==> src/design/twcr_pkg.sv <==
// Shared types, constants, texture table and shading function for the column rasterizer.
package twcr_pkg;

    // Field widths fixed by the interface.
    localparam int COLUMN_W = 7;
    localparam int HEIGHT_W = 11;
    localparam int TEXROW_W = 4;
    localparam int HALF_W   = HEIGHT_W - 1;

    // Texture geometry: 16 texels per row, 16 rows.
    localparam int TEX_SIZE   = 16;
    localparam int TEX_LOG    = 4;
    localparam int ADDR_W     = 8;
    localparam int ROM_DEPTH  = 256;
    localparam logic [ADDR_W-1:0] ADDR_MAX = ADDR_W'(ROM_DEPTH - 1);

    // Error accumulator: holds values from -15 up to below the largest height.
    localparam int ERR_W    = 12;
    localparam int ERR_STEP = 15;

    // Texel codes.
    localparam logic [1:0] TEX_SOLID = 2'd0;
    localparam logic [1:0] TEX_PLAIN = 2'd1;
    localparam logic [1:0] TEX_CHECK = 2'd2;
    localparam logic [1:0] TEX_DOTS  = 2'd3;

    // Fixed texture codes, row-major, 16 texels per row.
    localparam logic [1:0] TEX_ROM [ROM_DEPTH] = '{
        0,2,1,1,1,0,2,1,1,1,0,2,3,3,3,0,
        0,2,1,1,1,0,2,1,1,1,0,2,3,3,3,0,
        0,2,1,1,1,0,2,1,1,1,0,0,0,0,0,0,
        0,0,0,0,0,0,2,1,1,1,0,2,1,1,1,0,
        0,2,3,3,3,0,2,1,1,1,0,2,1,1,1,0,
        0,2,3,3,3,0,2,1,1,1,0,2,1,1,1,0,
        0,2,3,3,3,0,2,1,1,1,0,2,1,1,1,0,
        0,2,3,3,3,0,2,1,1,1,0,2,1,1,1,0,
        0,2,3,3,3,0,0,0,0,0,0,2,1,1,1,0,
        0,2,3,3,3,0,2,1,1,1,0,2,1,1,1,0,
        0,2,3,3,3,0,2,1,1,1,0,0,0,0,0,0,
        0,2,3,3,3,0,2,1,1,1,0,2,3,3,3,0,
        0,0,0,0,0,0,2,1,1,1,0,2,3,3,3,0,
        0,2,1,1,1,0,2,1,1,1,0,2,3,3,3,0,
        0,2,1,1,1,0,2,1,1,1,0,2,3,3,3,0,
        0,2,1,1,1,0,0,0,0,0,0,2,3,3,3,0
    };

    // Sequencer states.
    typedef enum logic [1:0] {
        ST_IDLE,
        ST_ROW,
        ST_ADV
    } t_state;

    // Operations of the shared accumulator adder.
    typedef enum logic {
        ALU_STEP,
        ALU_ADV
    } t_alu_op;

    // Status from the datapath to the sequencer.
    typedef struct packed {
        logic in_valid;
        logic vis;
        logic is_last;
        logic alu_neg;
        logic out_free;
    } t_status;

    // Controls from the sequencer to the datapath.
    typedef struct packed {
        logic    in_ready;
        logic    load;
        logic    row_go;
        logic    emit;
        logic    adv_go;
        t_alu_op alu_op;
    } t_ctrl;

    // Pixel color from a texel code and the low bits of column and row.
    function automatic logic shade(input logic [1:0] code, input logic xbit,
                                   input logic ybit);
        logic pix;
        case (code)
            TEX_SOLID: pix = 1'b0;
            TEX_PLAIN: pix = 1'b1;
            TEX_CHECK: pix = xbit ^ ybit;
            TEX_DOTS:  pix = ~(xbit & ybit);
            default:   pix = 1'b1;
        endcase
        return pix;
    endfunction

endpackage

==> src/design/twcr_alu.sv <==
// Shared accumulator adder: takes the row step off or adds the height back.
module twcr_alu (
    input  twcr_pkg::t_alu_op                   i_op,
    input  logic signed [twcr_pkg::ERR_W-1:0]   i_verr,
    input  logic [twcr_pkg::HEIGHT_W-1:0]       i_height,
    output logic signed [twcr_pkg::ERR_W-1:0]   o_sum
);

    logic signed [twcr_pkg::ERR_W-1:0] operand;

    // Pick the second operand for the current step.
    always_comb begin
        case (i_op)
            twcr_pkg::ALU_STEP: operand = -twcr_pkg::ERR_W'(twcr_pkg::ERR_STEP);
            twcr_pkg::ALU_ADV:  operand = $signed({{(twcr_pkg::ERR_W -
                                          twcr_pkg::HEIGHT_W){1'b0}}, i_height});
            default:            operand = '0;
        endcase
    end

    assign o_sum = i_verr + operand;

endmodule

==> src/design/twcr_ctrl.sv <==
// Sequencer that walks the rows of one column and the texel advances between them.
module twcr_ctrl (
    input  logic              i_clk,
    input  logic              i_rst_n,
    input  twcr_pkg::t_status i_status,
    output twcr_pkg::t_ctrl   o_ctrl,
    output twcr_pkg::t_state  o_state
);

    twcr_pkg::t_state r_state;
    twcr_pkg::t_state n_state;

    // State register.
    always_ff @(posedge i_clk) begin
        if (!i_rst_n) begin
            r_state <= twcr_pkg::ST_IDLE;
        end else begin
            r_state <= n_state;
        end
    end

    // Next state.
    always_comb begin
        n_state = r_state;
        case (r_state)
            twcr_pkg::ST_IDLE: begin
                if (i_status.in_valid) begin
                    n_state = twcr_pkg::ST_ROW;
                end
            end
            twcr_pkg::ST_ROW: begin
                if (!i_status.vis || i_status.out_free) begin
                    if (i_status.is_last) begin
                        n_state = twcr_pkg::ST_IDLE;
                    end else if (i_status.alu_neg) begin
                        n_state = twcr_pkg::ST_ADV;
                    end
                end
            end
            twcr_pkg::ST_ADV: begin
                if (!i_status.alu_neg) begin
                    n_state = twcr_pkg::ST_ROW;
                end
            end
            default: n_state = twcr_pkg::ST_IDLE;
        endcase
    end

    // Outputs decoded from the state and the datapath status.
    always_comb begin
        o_ctrl = '0;
        o_ctrl.alu_op = twcr_pkg::ALU_STEP;
        case (r_state)
            twcr_pkg::ST_IDLE: begin
                o_ctrl.in_ready = 1'b1;
                o_ctrl.load     = i_status.in_valid;
            end
            twcr_pkg::ST_ROW: begin
                o_ctrl.row_go = !i_status.vis || i_status.out_free;
                o_ctrl.emit   = i_status.vis && i_status.out_free;
            end
            twcr_pkg::ST_ADV: begin
                o_ctrl.adv_go = 1'b1;
                o_ctrl.alu_op = twcr_pkg::ALU_ADV;
            end
            default: o_ctrl = '0;
        endcase
    end

    assign o_state = r_state;

endmodule

==> src/design/textured_wall_column_rasterizer_top.sv <==
// Top level of the textured wall column rasterizer: datapath, output register, checks.
// The first pixel beat of a column follows its column beat through the column registers
// and the output register, later by each row above the screen and each texel advance before
// it, and by any stall of the output register. A new column is accepted only in idle, once
// the last row of the previous one is stepped; rows and texel advances share one adder.
// Reset (synchronous, active low) returns the sequencer to idle and empties the output.
module textured_wall_column_rasterizer_top #(
    parameter int SCREEN_HEIGHT = 64
) (
    input  logic                                i_clk,
    input  logic                                i_rst_n,
    input  logic                                i_in_valid,
    output logic                                o_in_ready,
    input  logic [twcr_pkg::COLUMN_W-1:0]       i_column,
    input  logic [twcr_pkg::HEIGHT_W-1:0]       i_height,
    input  logic [twcr_pkg::TEXROW_W-1:0]       i_tex_row,
    output logic                                o_out_valid,
    input  logic                                i_out_ready,
    output logic [$clog2(SCREEN_HEIGHT)-1:0]    o_row,
    output logic                                o_pixel_value,
    output logic                                o_last
);

    localparam int ROW_W = $clog2(SCREEN_HEIGHT);
    localparam int Y_W   = $clog2(SCREEN_HEIGHT / 2 + (1 << twcr_pkg::HALF_W)) + 1;
    localparam logic signed [Y_W-1:0] Y_MID = Y_W'(SCREEN_HEIGHT / 2);
    localparam logic signed [Y_W-1:0] Y_LIM = Y_W'(SCREEN_HEIGHT - 1);

    twcr_pkg::t_ctrl   ctrl;
    twcr_pkg::t_status status;
    twcr_pkg::t_state  state;

    logic                                 r_xbit;
    logic [twcr_pkg::HEIGHT_W-1:0]        r_w;
    logic [twcr_pkg::ADDR_W-1:0]          r_addr;
    logic signed [Y_W-1:0]                r_y;
    logic signed [Y_W-1:0]                r_ylast;
    logic signed [twcr_pkg::ERR_W-1:0]    r_verr;
    logic                                 r_out_valid;
    logic [ROW_W-1:0]                     r_out_row;
    logic                                 r_out_pix;
    logic                                 r_out_last;

    logic                                 n_out_valid;
    logic [twcr_pkg::HEIGHT_W-1:0]        in_w;
    logic [twcr_pkg::HALF_W-1:0]          in_half;
    logic signed [Y_W-1:0]                half_y;
    logic signed [Y_W-1:0]                y_bot;
    logic signed [twcr_pkg::ERR_W-1:0]    alu_sum;
    logic [twcr_pkg::ADDR_W-1:0]          addr_inc;
    logic [1:0]                           texel;

    // Column setup: zero height counts as one, span clipped to the bottom row.
    assign in_w    = (i_height == '0) ? twcr_pkg::HEIGHT_W'(1) : i_height;
    assign in_half = in_w[twcr_pkg::HEIGHT_W-1:1];
    assign half_y  = $signed({{(Y_W - twcr_pkg::HALF_W){1'b0}}, in_half});
    assign y_bot   = Y_MID + half_y;

    // Shared accumulator adder.
    twcr_alu u_alu (
        .i_op     (ctrl.alu_op),
        .i_verr   (r_verr),
        .i_height (r_w),
        .o_sum    (alu_sum)
    );

    // Sequencer.
    twcr_ctrl u_ctrl (
        .i_clk    (i_clk),
        .i_rst_n  (i_rst_n),
        .i_status (status),
        .o_ctrl   (ctrl),
        .o_state  (state)
    );

    // Status back to the sequencer.
    always_comb begin
        status.in_valid = i_in_valid;
        status.vis      = !r_y[Y_W-1];
        status.is_last  = (r_y == r_ylast);
        status.alu_neg  = alu_sum[twcr_pkg::ERR_W-1];
        status.out_free = !r_out_valid || i_out_ready;
    end

    // Texel lookup and saturating address step.
    assign texel    = twcr_pkg::TEX_ROM[r_addr];
    assign addr_inc = (r_addr == twcr_pkg::ADDR_MAX) ? r_addr : r_addr + 1'b1;

    // Column registers: loaded on accept, stepped per row and per texel advance.
    always_ff @(posedge i_clk) begin
        if (ctrl.load) begin
            r_xbit  <= i_column[0];
            r_w     <= in_w;
            r_addr  <= {i_tex_row, {twcr_pkg::TEX_LOG{1'b0}}};
            r_y     <= Y_MID - half_y;
            r_ylast <= (y_bot < Y_LIM) ? y_bot : Y_LIM;
            r_verr  <= $signed({{(twcr_pkg::ERR_W - twcr_pkg::HALF_W){1'b0}}, in_half});
        end else if (ctrl.row_go) begin
            r_y    <= r_y + Y_W'(1);
            r_verr <= alu_sum;
        end else if (ctrl.adv_go) begin
            r_verr <= alu_sum;
            r_addr <= addr_inc;
        end
    end

    // Output register valid: set on an emitted row, cleared when the beat is taken.
    always_comb begin
        n_out_valid = r_out_valid;
        if (ctrl.emit) begin
            n_out_valid = 1'b1;
        end else if (i_out_ready) begin
            n_out_valid = 1'b0;
        end
    end

    always_ff @(posedge i_clk) begin
        if (!i_rst_n) begin
            r_out_valid <= 1'b0;
        end else begin
            r_out_valid <= n_out_valid;
        end
    end

    // Output payload.
    always_ff @(posedge i_clk) begin
        if (ctrl.emit) begin
            r_out_row  <= r_y[ROW_W-1:0];
            r_out_pix  <= twcr_pkg::shade(texel, r_xbit, r_y[0]);
            r_out_last <= status.is_last;
        end
    end

    assign o_in_ready    = ctrl.in_ready;
    assign o_out_valid   = r_out_valid;
    assign o_row         = r_out_row;
    assign o_pixel_value = r_out_pix;
    assign o_last        = r_out_last;

`ifndef ASSERT_OFF
    // Only rows on the screen produce a pixel beat.
    a_emit_visible: assert property (@(posedge i_clk) disable iff (!i_rst_n)
        ctrl.emit |-> !r_y[Y_W-1])
        else $error("pixel emitted for a row above the screen");

    // Texel advances happen only while the accumulator is negative.
    a_adv_negative: assert property (@(posedge i_clk) disable iff (!i_rst_n)
        (state == twcr_pkg::ST_ADV) |-> r_verr[twcr_pkg::ERR_W-1])
        else $error("texel advance with a non-negative accumulator");

    // Row stepping always starts from a recovered accumulator.
    a_row_recovered: assert property (@(posedge i_clk) disable iff (!i_rst_n)
        (state == twcr_pkg::ST_ROW) |-> !r_verr[twcr_pkg::ERR_W-1])
        else $error("row step with a negative accumulator");

    // The last pixel beat of a column returns the sequencer to idle.
    a_last_idle: assert property (@(posedge i_clk) disable iff (!i_rst_n)
        (ctrl.emit && status.is_last) |=> (state == twcr_pkg::ST_IDLE))
        else $error("sequencer did not return to idle after the last pixel");

    // The texel address never moves backward within a column.
    a_addr_mono: assert property (@(posedge i_clk) disable iff (!i_rst_n)
        (state == twcr_pkg::ST_ADV) |=> (r_addr >= $past(r_addr)))
        else $error("texel address moved backward");
`endif

endmodule
==> config.mk <==
export PLATFORM = sky130hd
export DESIGN_NAME = textured_wall_column_rasterizer_top
export DESIGN_NICKNAME = d
export VERILOG_FILES = /design/src/design/twcr_pkg.sv /design/src/design/twcr_alu.sv /design/src/design/twcr_ctrl.sv /design/src/design/textured_wall_column_rasterizer_top.sv
export SDC_FILE = /design/constraint.sdc
export NUM_CORES = 1
export LEC_CHECK = 0
export BUFFER_PORTS_ARGS = -buffer_cell sky130_fd_sc_hd__buf_4
export CORE_MARGIN = 4
export CORE_UTILIZATION = 55
export DETAILED_ROUTE_END_ITERATION = 16
export GPL_TIMING_DRIVEN = 0
export PLACE_DENSITY = 0.79
export SYNTH_ARGS = -nofsm -noshare
export SYNTH_HDL_FRONTEND = slang
export SYNTH_SLANG_ARGS = --single-unit
export TNS_END_PERCENT = 5
==> constraint.sdc <==
create_clock -name i_clk -period 3.9 [get_ports i_clk]
set_clock_uncertainty 0.05 [all_clocks]
set_input_delay 0.39 -clock i_clk [delete_from_list [all_inputs] [get_ports i_clk]]
set_output_delay 0.39 -clock i_clk [all_outputs]
set_load 0.005 [all_outputs]
---- Word-level counts from Yosys, hierarchy flattened ----
Memory sizes are Yosys's and may differ from the RTL's.
Cells that the tools add are included.
storage, ports and cells
  logic and storage cells ................. 83
  bits of input ports ..................... 26
  memories ................................ 1
  register bits ........................... 67
  bits in read-only memories .............. 512
memory list
  name             depth  bits a word  read ports  clocked after memory_dff  write ports  RTL line                                   source
  (no name shown)  256    2            1           0                         0            textured_wall_column_rasterizer_top.sv:86  assign texel = twcr_pkg::TEX_ROM[r_addr];
operators by class
  $lt $le $gt $ge ......................... 2
  mux-type cells .......................... 25
  reductions and logical operators ........ 16
  bitwise logic cells ..................... 7
  equal/unequal tests ..................... 13
  add/sub/neg operators ................... 5
operators by type and width
  operator                                                               number
  12-bit two-way mux                                                     4
  8-bit two-way mux                                                      4
  12-bit one-hot mux with 2 select lines                                 1
  2-bit two-way mux                                                      10
  12-bit adder                                                           1
  12-bit by 2-bit adder with 12-bit output, second input constant        1
  12-bit == test                                                         1
  6-bit by 10-bit adder with 11-bit output, first input constant         1
  11-bit logical NOT                                                     1
  11-bit by 6-bit < comparator with 1-bit output, second input constant  1
  11-bit two-way mux                                                     1
  6-bit by 10-bit subtractor with 11-bit output, first input constant    1
  10-bit two-way mux                                                     1
  9-bit greater-or-equal comparator, second input constant               1
  8-bit NOT with 9-bit output                                            1
  8-bit by 1-bit adder with 8-bit output, second input constant          1
  8-bit == test, second input constant                                   1
  2-bit nonzero test                                                     4
  2-bit == test, second input constant                                   3
  2-bit inequality test, second input constant                           3
  2-bit one-hot mux with 3 select lines                                  1
  3-bit AND reduction                                                    2
  2-bit by 1-bit == test with 1-bit output, second input constant        2
  2-bit logical NOT                                                      2
  12 further kinds                                                       19

---- Longest topological paths before layout ----
Gate-level depths: netlist of the first run.
  depth after elaboration ................. 9
  depth in mapped cells ................... 13
  depth with buffers taken out ............ 11

---- Modules after synthesis ----
From an unflattened synthesis of the first run, not the netlist that was laid out.
second synthesis, totals
  cell total of the unflattened synthesis .. 407
  area, all modules ....................... 4,292.9 µm²
modules (own cells, without submodules)
  module                               instances  cells each  area each (µm²)
  textured_wall_column_rasterizer_top  1          313         3,538.4
  twcr_alu                             1          75          610.6
  twcr_ctrl                            1          19          143.9

---- Worst setup path before layout of the first run ----
Ideal clock, no wire load.
  path type ............................... flip-flop to flip-flop
  from .................................... register u_ctrl.r_state[1] (netlist: u_ctrl.o_state[1])
  to ...................................... register r_verr[11] (netlist bit)
  data arrival time ....................... 2.619 ns
  buffers on the path ..................... 2
  cell stages (with the launch flop) ...... 13
  path slack .............................. 1.160 ns
  clock period less this slack ............ 2.740 ns
  cells stage by stage .................... dfxtp_1 > buf_2 > nor2b_1 > clkbuf_1 > nand2_1 > inv_1 > ha_1 > a211oi_2 > o21ai_2 > o31ai_2 > o22ai_1 > or3_1 > a21oi_2
on the way
  longest elaborated chain between the ends .. 7
  elaborated cells between the ends (all ways) .. 12
  those cells by class .................... add/sub: 1; eq/ne: 2; mux: 6; bitwise: 1; reduce/logical: 2
ends and longest elaborated chain
  what                                    RTL line                                    source
  from (decl)                             twcr_ctrl.sv:10                             twcr_pkg::t_state r_state;
  from (signal assigned)                  twcr_ctrl.sv:16                             r_state <= twcr_pkg::ST_IDLE;
  from (signal assigned)                  twcr_ctrl.sv:18                             r_state <= n_state;
  2-bit == test                           twcr_ctrl.sv:53                             case (r_state)
  2-bit two-way mux                       twcr_ctrl.sv:53
  1-bit NOT                               twcr_alu.sv:13                              case (i_op)
  12-bit one-hot mux with 2 select lines  twcr_alu.sv:13
  12-bit adder                            twcr_alu.sv:21                              assign o_sum = i_verr + operand;
  12-bit two-way mux                      textured_wall_column_rasterizer_top.sv:101  end else if (ctrl.adv_go) begin
  12-bit two-way mux                      textured_wall_column_rasterizer_top.sv:98   end else if (ctrl.row_go) begin
  to (signal assigned)                    textured_wall_column_rasterizer_top.sv:97   r_verr <= $signed({{(twcr_pkg::ERR_W - twcr_pkg::HALF_W){1'b0}}, in_half});
  to (signal assigned)                    textured_wall_column_rasterizer_top.sv:100  r_verr <= alu_sum;
  to (signal assigned)                    textured_wall_column_rasterizer_top.sv:102  r_verr <= alu_sum;
  to (decl)                               textured_wall_column_rasterizer_top.sv:38   logic signed [twcr_pkg::ERR_W-1:0] r_verr;
Several ways; a longest one is shown, not always the timed one. The select of a mux whose other input is x is not followed.
A chain may end at the register's enable or synchronous reset.

---- Worst setup path in the final report of the first run ----
Same ends and word-level chain as after synthesis.

==> reports/metrics.yaml, run 1 <==
outcome:
  status: "complete, no violations"
power_and_ir_drop:
  powerDensity_mw_per_mm2: 710
  internal_power_mw: 2.02
  clkPwrFrac: 0.166
  p_sw_frac: 0.395
  power.leakage_nw: 1.74
  seqPwrFrac: 0.382
  power_frac_comb: 0.451
  design_power_total_mw: 3.34
  switchingPower_mw: 1.32
  peakVddDrop_v: 0.000364
finish:
  final_area_sq_mm: 0.00470
  insertedDiodeCount: 0
  areaGrowthSynthToFinish_pct: 12.4
  nets: 521
  drive_above_1_share: 0.133
  final_cells: 574
clock_tree:
  ctsResizeCount: 0
  cts_made_buffers: 9
  cts_setup_buffers: 0
  clkTransAtPathRegs_ps: 70
  clockRootBuffer: "clkbuf_8"
  cts_buffer_depth: 2
  cts_max_level: 3
  cts_tree: "yes"
  clk_latency_ps: 340
  hold_buffers: 0
  clkSinkCount: 66
synthesis:
  synth_compound_area_frac: 0.140
  synthSimpleGateAreaFrac: 0.175
  synth_top_area_share: 0.409
  synth-seq-cells: 66
  avgSynthCellArea_sq_um: 9.75
  synth_seq_area_share: 0.452
  synthAdderAreaFrac: 0.0766
  synth_cell_types: 56
  synth_top_family_by_area: "simple AND/OR/NAND/NOR gates"
  synthMuxAreaShare: 0.0120
  synthFlopType: "edfxtp_1"
  synth_edf_count: 57
  synth_xor_area_frac: 0.0963
  async_flop_share: 0
  synth.top_cells.by_area: "edfxtp_1 (41%), ha_1 (7.2%), xnor2_1 (6.7%), dfxtp_1 (4.3%), nand2_1 (3.5%)"
  synthCells: 429
  synthesis.area_sq_mm: 0.00418
  yosysWarningCount: 0
  yosys.area.top_type: "edfxtp_1"
sta:
  relSlewSlack: 0.133
  tns_ps: 0
  slew_violations: 0
  fin_crit_ps: 3280
  final_hold_viol_count: 0
  fmax_ghz: 0.305
  hold_slack_ps: 179
  fin_crit_sh: 0.840
  rsz0062_at_grt: "no"
  tightest_slew_ps: 1290
  final-setup-viol-count: 0
route:
  drtIter0Drc: 308
  wl_per_cell_um: 16.1
  viasPerCell: 5.70
  ant_nets: 0
  wl_um: 9240
  post-route-drc-count: 0
  vias: 3272
  drt_pass1_iterations: 5
setup_path:
  crit_path_end_kind: "flop"
  crit_path_top_delay_cell: "clkbuf_1"
  required_ps: 4120
  worst-path-buf-inv: 3
  cp_cell_sequence: "buf_2 -> nor2b_1 -> clkbuf_1 -> nand2_1 -> inv_1 -> ha_1 -> a211oi_2 -> o21ai_2 -> o31ai_2 -> o22ai_1 -> or3_1 -> a21oi_2"
  arrival_ps: 3500
  crit_path_max_fanout: 10
  path_depth: 12
  startpoint_type: "flop"
  critPathKind: "reg2reg"
  cpLargestDelayFamily: "compound AO/OA/AOI/OAI gates"
  cpPeakStageDelay_ps: 450
  worst-r2r-cell-count: 12
worst_hold_path:
  min_path_type: "in2reg"
  hold_depth: 1
global_route:
  grt_max_degree: 33
  grt_pass1_wl_um: 15200
  grtUsageTotal: 0.219
  antenna_found_initial: 0
  grt_overflow: 0
  grt_pass1_vias: 3144
floorplanning:
  die_h_um: 95.2
  dieArea_sq_mm: 0.00906
  pin_count: 36
  initial_core_util: 0.571
  coreArea_sq_mm: 0.00733
  fp.dieW_um: 95.2
  std_cell_rows: 31
flow_run:
  drv_cap: 0
place:
  place_congestion: 0.888
  placed_area_sq_mm: 0.00452
  hpwlAfterDp_um: 6560
  io_buffers: 25
  dp_cells: 558
==> synth_stat cells, types with 7 or more instances <==
cell type  number
xor2_1         14
buf_2          10
nor2b_1         7
a21oi_1        26
nand4_1         7
ha_1           24
nand3_1         9
nand2b_1       13
edfxtp_1       57
nand2_1        39
nor3_1         11
nor2_1         37
dfxtp_1         9
xnor2_1        32
clkbuf_1       15
inv_1          20
o21ai_0        23
==> worst register-to-register path, delay by kind of cell (launching register included) <==
| family | cells | cell delay (ps) |
|---|---|---|
| flops | 1 | 300 |
| buf+inv | 3 | 730 |
| fa+ha+maj | 1 | 250 |
| simple gates | 3 | 850 |
| compound gates | 5 | 1040 |
==> final timing paths <==
kind           endpoint               from  slack (ps)
max reg2reg  r_verr[11]  u_ctrl.o_state[1]         620
min reg2reg  r_verr[11]         r_verr[11]         430
max          r_verr[11]  u_ctrl.o_state[1]         620
min              r_xbit        i_column[0]         180
==> registers in the layout, indices dropped and copies added (netlist names), 2 cells and up <==
signal          cells
r_addr              8
r_verr             12
u_ctrl.o_state      2
r_ylast            11
o_row               6
r_y                12
r_w                11
==> stage by stage <==
step,utilization,setup slack (ps)
after floorplan,-,1160
after global routing,0.641,342
final,0.641,623
after CTS,0.641,628
after global placement,0.615,688
after detailed placement,0.616,638
==> power by group through the flow <==
stage               registers [mW]  logic, mW  clock network, mW
finish                        1.28       1.51              0.554
global route                  1.30       1.69              0.601
CTS                           1.27       1.50              0.562
detailed placement            1.29       1.47                  0
global placement              1.28       1.41                  0
floorplan                     1.24       1.14                  0
==> per-layer routing <==
layer	vias up	wire [um]	GRT usage
met4	0	89	0.0685
li1	1593	-	-
met5	-	0	0
met2	114	4250	0.339
met3	10	576	0.0474
met1	1555	4330	0.307
==> layout make-up <==
cell class              instances  area (sq um)
multi-input cells             320          2110
well taps                      99           124
clock inverters                 6          57.6
fillers                       604          2630
flip-flops and latches         66          1890
inverters                      20          75.1
plain buffers                  27           121
repair buffers                 26           195
clock buffers                  10           128
==> kinds of logic after synthesis <==
group	after synthesis
AND/OR/NAND/NOR	149
AO/OA/AOI/OAI	90
flip-flops	66
buffers and inverters	47
XOR/XNOR	46
adder cells (fa/ha/maj)	25
multiplexers	5
other	1
==> placed cells by master, fill, tap and decap left out, drive strengths merged, types with 3 or more instances in the layout <==
master	count
nand2	39
a31oi	3
nand4	7
dfxtp	9
and2	4
o21a	3
nor3	11
edfxtp	57
a21oi	27
buf	38
nor2	37
o31ai	3
inv	20
clkbuf	25
ha	24
xnor2	32
mux2i	5
o21ai	24
a211oi	6
nor2b	7
or2	5
clkinv	3
nand3	9
o211ai	5
and3	4
nor4	3
nand2b	14
conb	5
xor2	14
a21o	3
Power figures use the tool's default switching activity.
==> run 2, diff against run 1 <==
clock period = 3.4 ns   (was 3.9 ns; I/O delays follow)
==> run 2 against run 1 <==
Net effect:
- flip-flop and latch count unchanged
- clock power increased by 15%
- setup slack got worse by 310 ps
- highest routed layer unchanged
- via count hardly changed
- sequential share of layout area barely moved
- worst hold slack lost 50 ps
- core utilization about the same
- count of clock-buffer cells in the layout stayed put
- critical path depth did not move
- final cell count is the same
- cell area hardly changed
==> reports/metrics.yaml, run 2 (synthesis gave the netlist of run 1 again) <==
outcome:
  status: "complete, no violations"
place:
  io_buffers: 25  # unchanged
  place_ws_ps: 138  # -500 ps
  placed_area_sq_mm: 0.00452  # unchanged
  dp_cells: 558  # unchanged
  place_congestion: 0.888  # unchanged
  hpwlAfterDp_um: 6560  # unchanged
clock_tree:
  clkTransAtPathRegs_ps: 70  # about the same
  cts_tree: "yes"
  cts_buffer_depth: 2  # unchanged
  clkSinkCount: 66  # unchanged
  clockRootBuffer: "clkbuf_8"
  hold_buffers: 0  # unchanged
  clk_latency_ps: 340  # about the same
  cts_made_buffers: 9  # unchanged
  cts_max_level: 3  # unchanged
setup_path:
  worst-r2r-cell-count: 12  # unchanged
  rrSetupSlack_ps: 310  # -310 ps
  startpoint: "u_ctrl.o_state[1]"
  r2r_start: "u_ctrl.o_state[1]"
  required_ps: 3620  # -500 ps
  critPathKind: "reg2reg"
  crit_path_end_kind: "flop"
  crit_path_max_fanout: 10  # unchanged
  reg2reg_to: "r_verr[11]"
  arrival_ps: 3310  # -190 ps
  startpoint_type: "flop"
worst_hold_path:
  min_to: "r_xbit"
  hold_depth: 1  # unchanged
  min_path_type: "in2reg"
  hp-start: "i_column[0]"
finish:
  register_area_sq_mm: 0.00189  # unchanged
  layout_commonest_cell: "edfxtp_1"
  drive_above_1_share: 0.135  # +0.00211
  final_cells: 574  # unchanged
  areaGrowthSynthToFinish_pct: 12.4  # about the same
  multi_input_area_sq_mm: 0.00211  # unchanged
  nets: 521  # unchanged
  insertedDiodeCount: 0  # unchanged
  final_area_sq_mm: 0.00470  # about the same
  fill_cells: 604  # unchanged
  reg_top3: "r_verr (12), r_y (12)"
  final_cell_mix: "edfxtp_1 (57), nand2_1 (39), nor2_1 (37)"
flow_run:
  drv_cap: 0  # unchanged
sta:
  relSlewSlack: 0.133  # about the same
  fin_crit_ps: 3090  # -185 ps
  worst_slack_ps: 308  # -315 ps
  fin_crit_sh: 0.909  # +0.0691
  fmax_ghz: 0.323  # +6.0%
  final-setup-viol-count: 0  # unchanged
  tns_ps: 0  # unchanged
  rsz0062_at_grt: "no"
  final_hold_viol_count: 0  # unchanged
  tightest_slew_ps: 1290  # -0.163 ps
  slew_violations: 0  # unchanged
floorplanning:
  std_cell_rows: 31  # unchanged
  pin_count: 36  # unchanged
  dieArea_sq_mm: 0.00906  # unchanged
  coreArea_sq_mm: 0.00733  # unchanged
  die_h_um: 95.2  # unchanged
  initial_core_util: 0.571  # unchanged
  fp.dieW_um: 95.2  # unchanged
global_route:
  grt_overflow: 0  # unchanged
  grt_pass1_wl_um: 15200  # unchanged
  grt_max_degree: 33  # unchanged
  grtUsageTotal: 0.219  # unchanged
  antenna_found_initial: 0  # unchanged
  grt_pass1_vias: 3144  # unchanged
power_and_ir_drop:
  powerDensity_mw_per_mm2: 814  # +15%
  peakVddDrop_v: 0.000417  # +15%
  design_power_total_mw: 3.83  # +15%
  power.leakage_nw: 1.74  # +0.20%
route:
  wl_per_cell_um: 16.1  # +0.16%
  viasPerCell: 5.70  # about the same
  vias: 3270  # -0.061%
  ant_nets: 0  # unchanged
  post-route-drc-count: 0  # unchanged
  drt_pass1_iterations: 5  # unchanged
  drtIter0Drc: 300  # -2.6%
  wl_um: 9250  # +0.16%
[run 2: cell counts in the layout (fill, tap and decap cells not counted)]
No cell type changed its count.
[run 2: worst max path at each step]
stage | to
after floorplan | r_verr[11]
after global placement | r_verr[11]
after detailed placement | r_verr[11]
after CTS | r_verr[11]
after global routing | r_verr[11]
final | r_verr[11]
[run 2: layer usage]
layer  part of all wire  vias to the layer above  track usage
met2               0.46                      117        0.339
met4              0.010                        0       0.0685
met5                  0                        -            0
met1               0.47                     1545        0.307
met3              0.065                       12       0.0474
li1                   -                     1596            -
[run 2: repair_timing]
item,in CTS,in global routing
buffers inserted,0,0
setup endpoints to repair,0,4
resized for setup,0,2
[run 2: final cells by class]
class,count,share of cell area
well taps,99,0.0263
inverters,20,0.0160
flip-flops and latches,66,0.402
plain buffers,27,0.0261
clock inverters,6,0.0122
multi-input cells,320,0.449
repair buffers,26,0.0415
clock buffers,10,0.0271
[run 2: critical path, stage by stage, from the launching register on]
cell and delay [ps]:
dfxtp_1 300, buf_2 190, nor2b_1 270, clkbuf_2 300, nand2_1 130, inv_1 70, ha_1 240, a211oi_2 250
o21ai_2 120, o31ai_2 360, o22ai_1 190, or3_1 400, a21oi_2 140
[run 2: where the power goes]
part	switching, mW	internal (mW)	total (mW)
clock network	0.303	0.332	0.635
logic	1.01	0.717	1.73
registers	0.198	1.27	1.46
total	1.51	2.32	3.83
[run 2: through the flow]
stage	hold WS, ps	util
finish	129	0.642
global route	101	0.642
CTS	116	0.641
detailed placement	422	0.616
global placement	412	0.615
floorplan	389	-
==> run 3, diff against run 2 <==
RECOVER_POWER = 50   (was default)
==> run 3 against run 2 <==
Net effect:
- cell area shrank 0.61%
- die area unchanged
- count of clock-buffer cells in the layout unchanged
- first-iteration DRC count fell by 7.7%
- non-clock buffer count unchanged
- sequential share of layout area increased by 0.25 points
- critical endpoint unchanged
==> reports/metrics.yaml, run 3 (synthesis gave the netlist of run 1 again) <==
flow_run:
  drv_cap: 0  # unchanged
clock_tree:
  clk_latency_ps: 340  # about the same
  clkTransAtPathRegs_ps: 70  # about the same
  cts_tree: "yes"
  clockRootBuffer: "clkbuf_8"
  clkSinkCount: 66  # unchanged
  cts_made_buffers: 9  # unchanged
  cts_setup_buffers: 0  # unchanged
  cts_max_level: 3  # unchanged
  cts_buffer_depth: 2  # unchanged
setup_path:
  arrival_ps: 3310  # about the same
  crit_path_end_kind: "flop"
  r2r_start: "u_ctrl.o_state[1]"
  crit_path_max_fanout: 10  # unchanged
  path_depth: 12  # unchanged
  cp_cell_sequence: "buf_2 -> nor2b_1 -> clkbuf_2 -> nand2_1 -> inv_1 -> ha_1 -> a211oi_2 -> o21ai_2 -> o31ai_2 -> o22ai_1 -> or3_1 -> a21oi_2"
  crit_end: "r_verr[11]"
  required_ps: 3620  # about the same
  worst-r2r-cell-count: 12  # unchanged
  reg2reg_to: "r_verr[11]"
  critPathKind: "reg2reg"
  crit_path_top_delay_cell: "or3_1"
  startpoint_type: "flop"
  startpoint: "u_ctrl.o_state[1]"
  worst-path-buf-inv: 3  # unchanged
  cpPeakStageDelay_ps: 400  # about the same
  cpLargestDelayFamily: "compound AO/OA/AOI/OAI gates"
  rrSetupSlack_ps: 320  # about the same
finish:
  final_cell_mix: "edfxtp_1 (57), nand2_1 (39), nor2_1 (37)"
  nets: 521  # unchanged
  reg_top3: "r_verr (12), r_y (12)"
  final_area_sq_mm: 0.00467  # -0.61%
  areaGrowthSynthToFinish_pct: 11.8
  layout_commonest_cell: "edfxtp_1"
  insertedDiodeCount: 0  # unchanged
  drive_above_1_share: 0.112  # -0.0232
global_route:
  antenna_found_initial: 0  # unchanged
  grt_pass1_vias: 3144  # unchanged
  grt_overflow: 0  # unchanged
  grt_pass1_wl_um: 15200  # unchanged
  grtUsageTotal: 0.219  # unchanged
  grt_max_degree: 33  # unchanged
sta:
  fmax_ghz: 0.325  # +0.34%
  rsz0062_at_grt: "no"
  relSlewSlack: 0.137  # +0.00406
  tightest_slew_ps: 1280  # -6.05 ps
  tns_ps: 0  # unchanged
  final-setup-viol-count: 0  # unchanged
  final_hold_viol_count: 0  # unchanged
  hold_slack_ps: 150  # +20.8 ps
  fin_crit_sh: 0.906  # -0.00310
  fin_crit_ps: 3080  # -10.5 ps
  slew_violations: 0  # unchanged
route:
  wl_um: 9170  # -0.88%
  vias: 3259  # -0.34%
  drt_pass1_iterations: 5  # unchanged
  ant_nets: 0  # unchanged
  post-route-drc-count: 0  # unchanged
  viasPerCell: 5.68  # -0.34%
  drtIter0Drc: 277  # -7.7%
  wl_per_cell_um: 16.0  # -0.88%
worst_hold_path:
  min_path_type: "in2reg"
floorplanning:
  initial_core_util: 0.571  # unchanged
  fp.dieW_um: 95.2  # unchanged
  pin_count: 36  # unchanged
  coreArea_sq_mm: 0.00733  # unchanged
  std_cell_rows: 31  # unchanged
  dieArea_sq_mm: 0.00906  # unchanged
  die_h_um: 95.2  # unchanged
place:
  io_buffers: 25  # unchanged
  placed_area_sq_mm: 0.00452  # unchanged
  hpwlAfterDp_um: 6560  # unchanged
  place_congestion: 0.888  # unchanged
power_and_ir_drop:
  powerDensity_mw_per_mm2: 816  # +0.16%
  design_power_total_mw: 3.81  # -0.45%
  power.leakage_nw: 1.70  # -2.1%
  peakVddDrop_v: 0.000418  # +0.24%
outcome:
  status: "complete, no violations"
run 3: how the worst min path moves through the flow:
stage	from	to	slack (ps)	cells after the start
2_1_floorplan	i_column[0]	r_xbit	390	0
3_3_place_gp	r_verr[11]	r_verr[11]	410	2
3_5_place_dp	r_verr[11]	r_verr[11]	420	2
4_1_cts	i_column[0]	r_xbit	120	1
5_1_grt	i_column[0]	r_xbit	120	1
6_report	i_column[0]	r_xbit	150	1
run 3: through the flow:
step | setup WS [ps] | utilization | std cells
floorplan | 660 | - | 433
global placement | 188 | 0.615 | 557
detailed placement | 138 | 0.616 | 558
CTS | 128 | 0.641 | 574
global route | 90.3 | 0.638 | 574
finish | 319 | 0.638 | 574
run 3: area by class of cell:
class / instances / area (sq um)
fillers: 612 / 2660
multi-input cells: 320 / 2100
flip-flops and latches: 66 / 1890
repair buffers: 26 / 180
clock buffers: 10 / 128
well taps: 99 / 124
plain buffers: 27 / 115
inverters: 20 / 75.1
clock inverters: 6 / 57.6
run 3: what timing repair did:
item | CTS | global route
hold buffers | 0 | 0
setup endpoints to repair | 0 | 4
gates resized for setup | 0 | 2
hold endpoints to repair | 0 | 0
run 3: routing by layer:
layer | routed length (um) | GRT usage
met2 | 4210 | 0.339
met5 | 0 | 0
met3 | 578 | 0.0474
met4 | 108 | 0.0685
met1 | 4270 | 0.307
run 3: power by group:
| part | switching [mW] | internal (mW) |
|---|---|---|
| registers | 0.195 | 1.27 |
| logic | 1.01 | 0.708 |
| clock network | 0.303 | 0.332 |
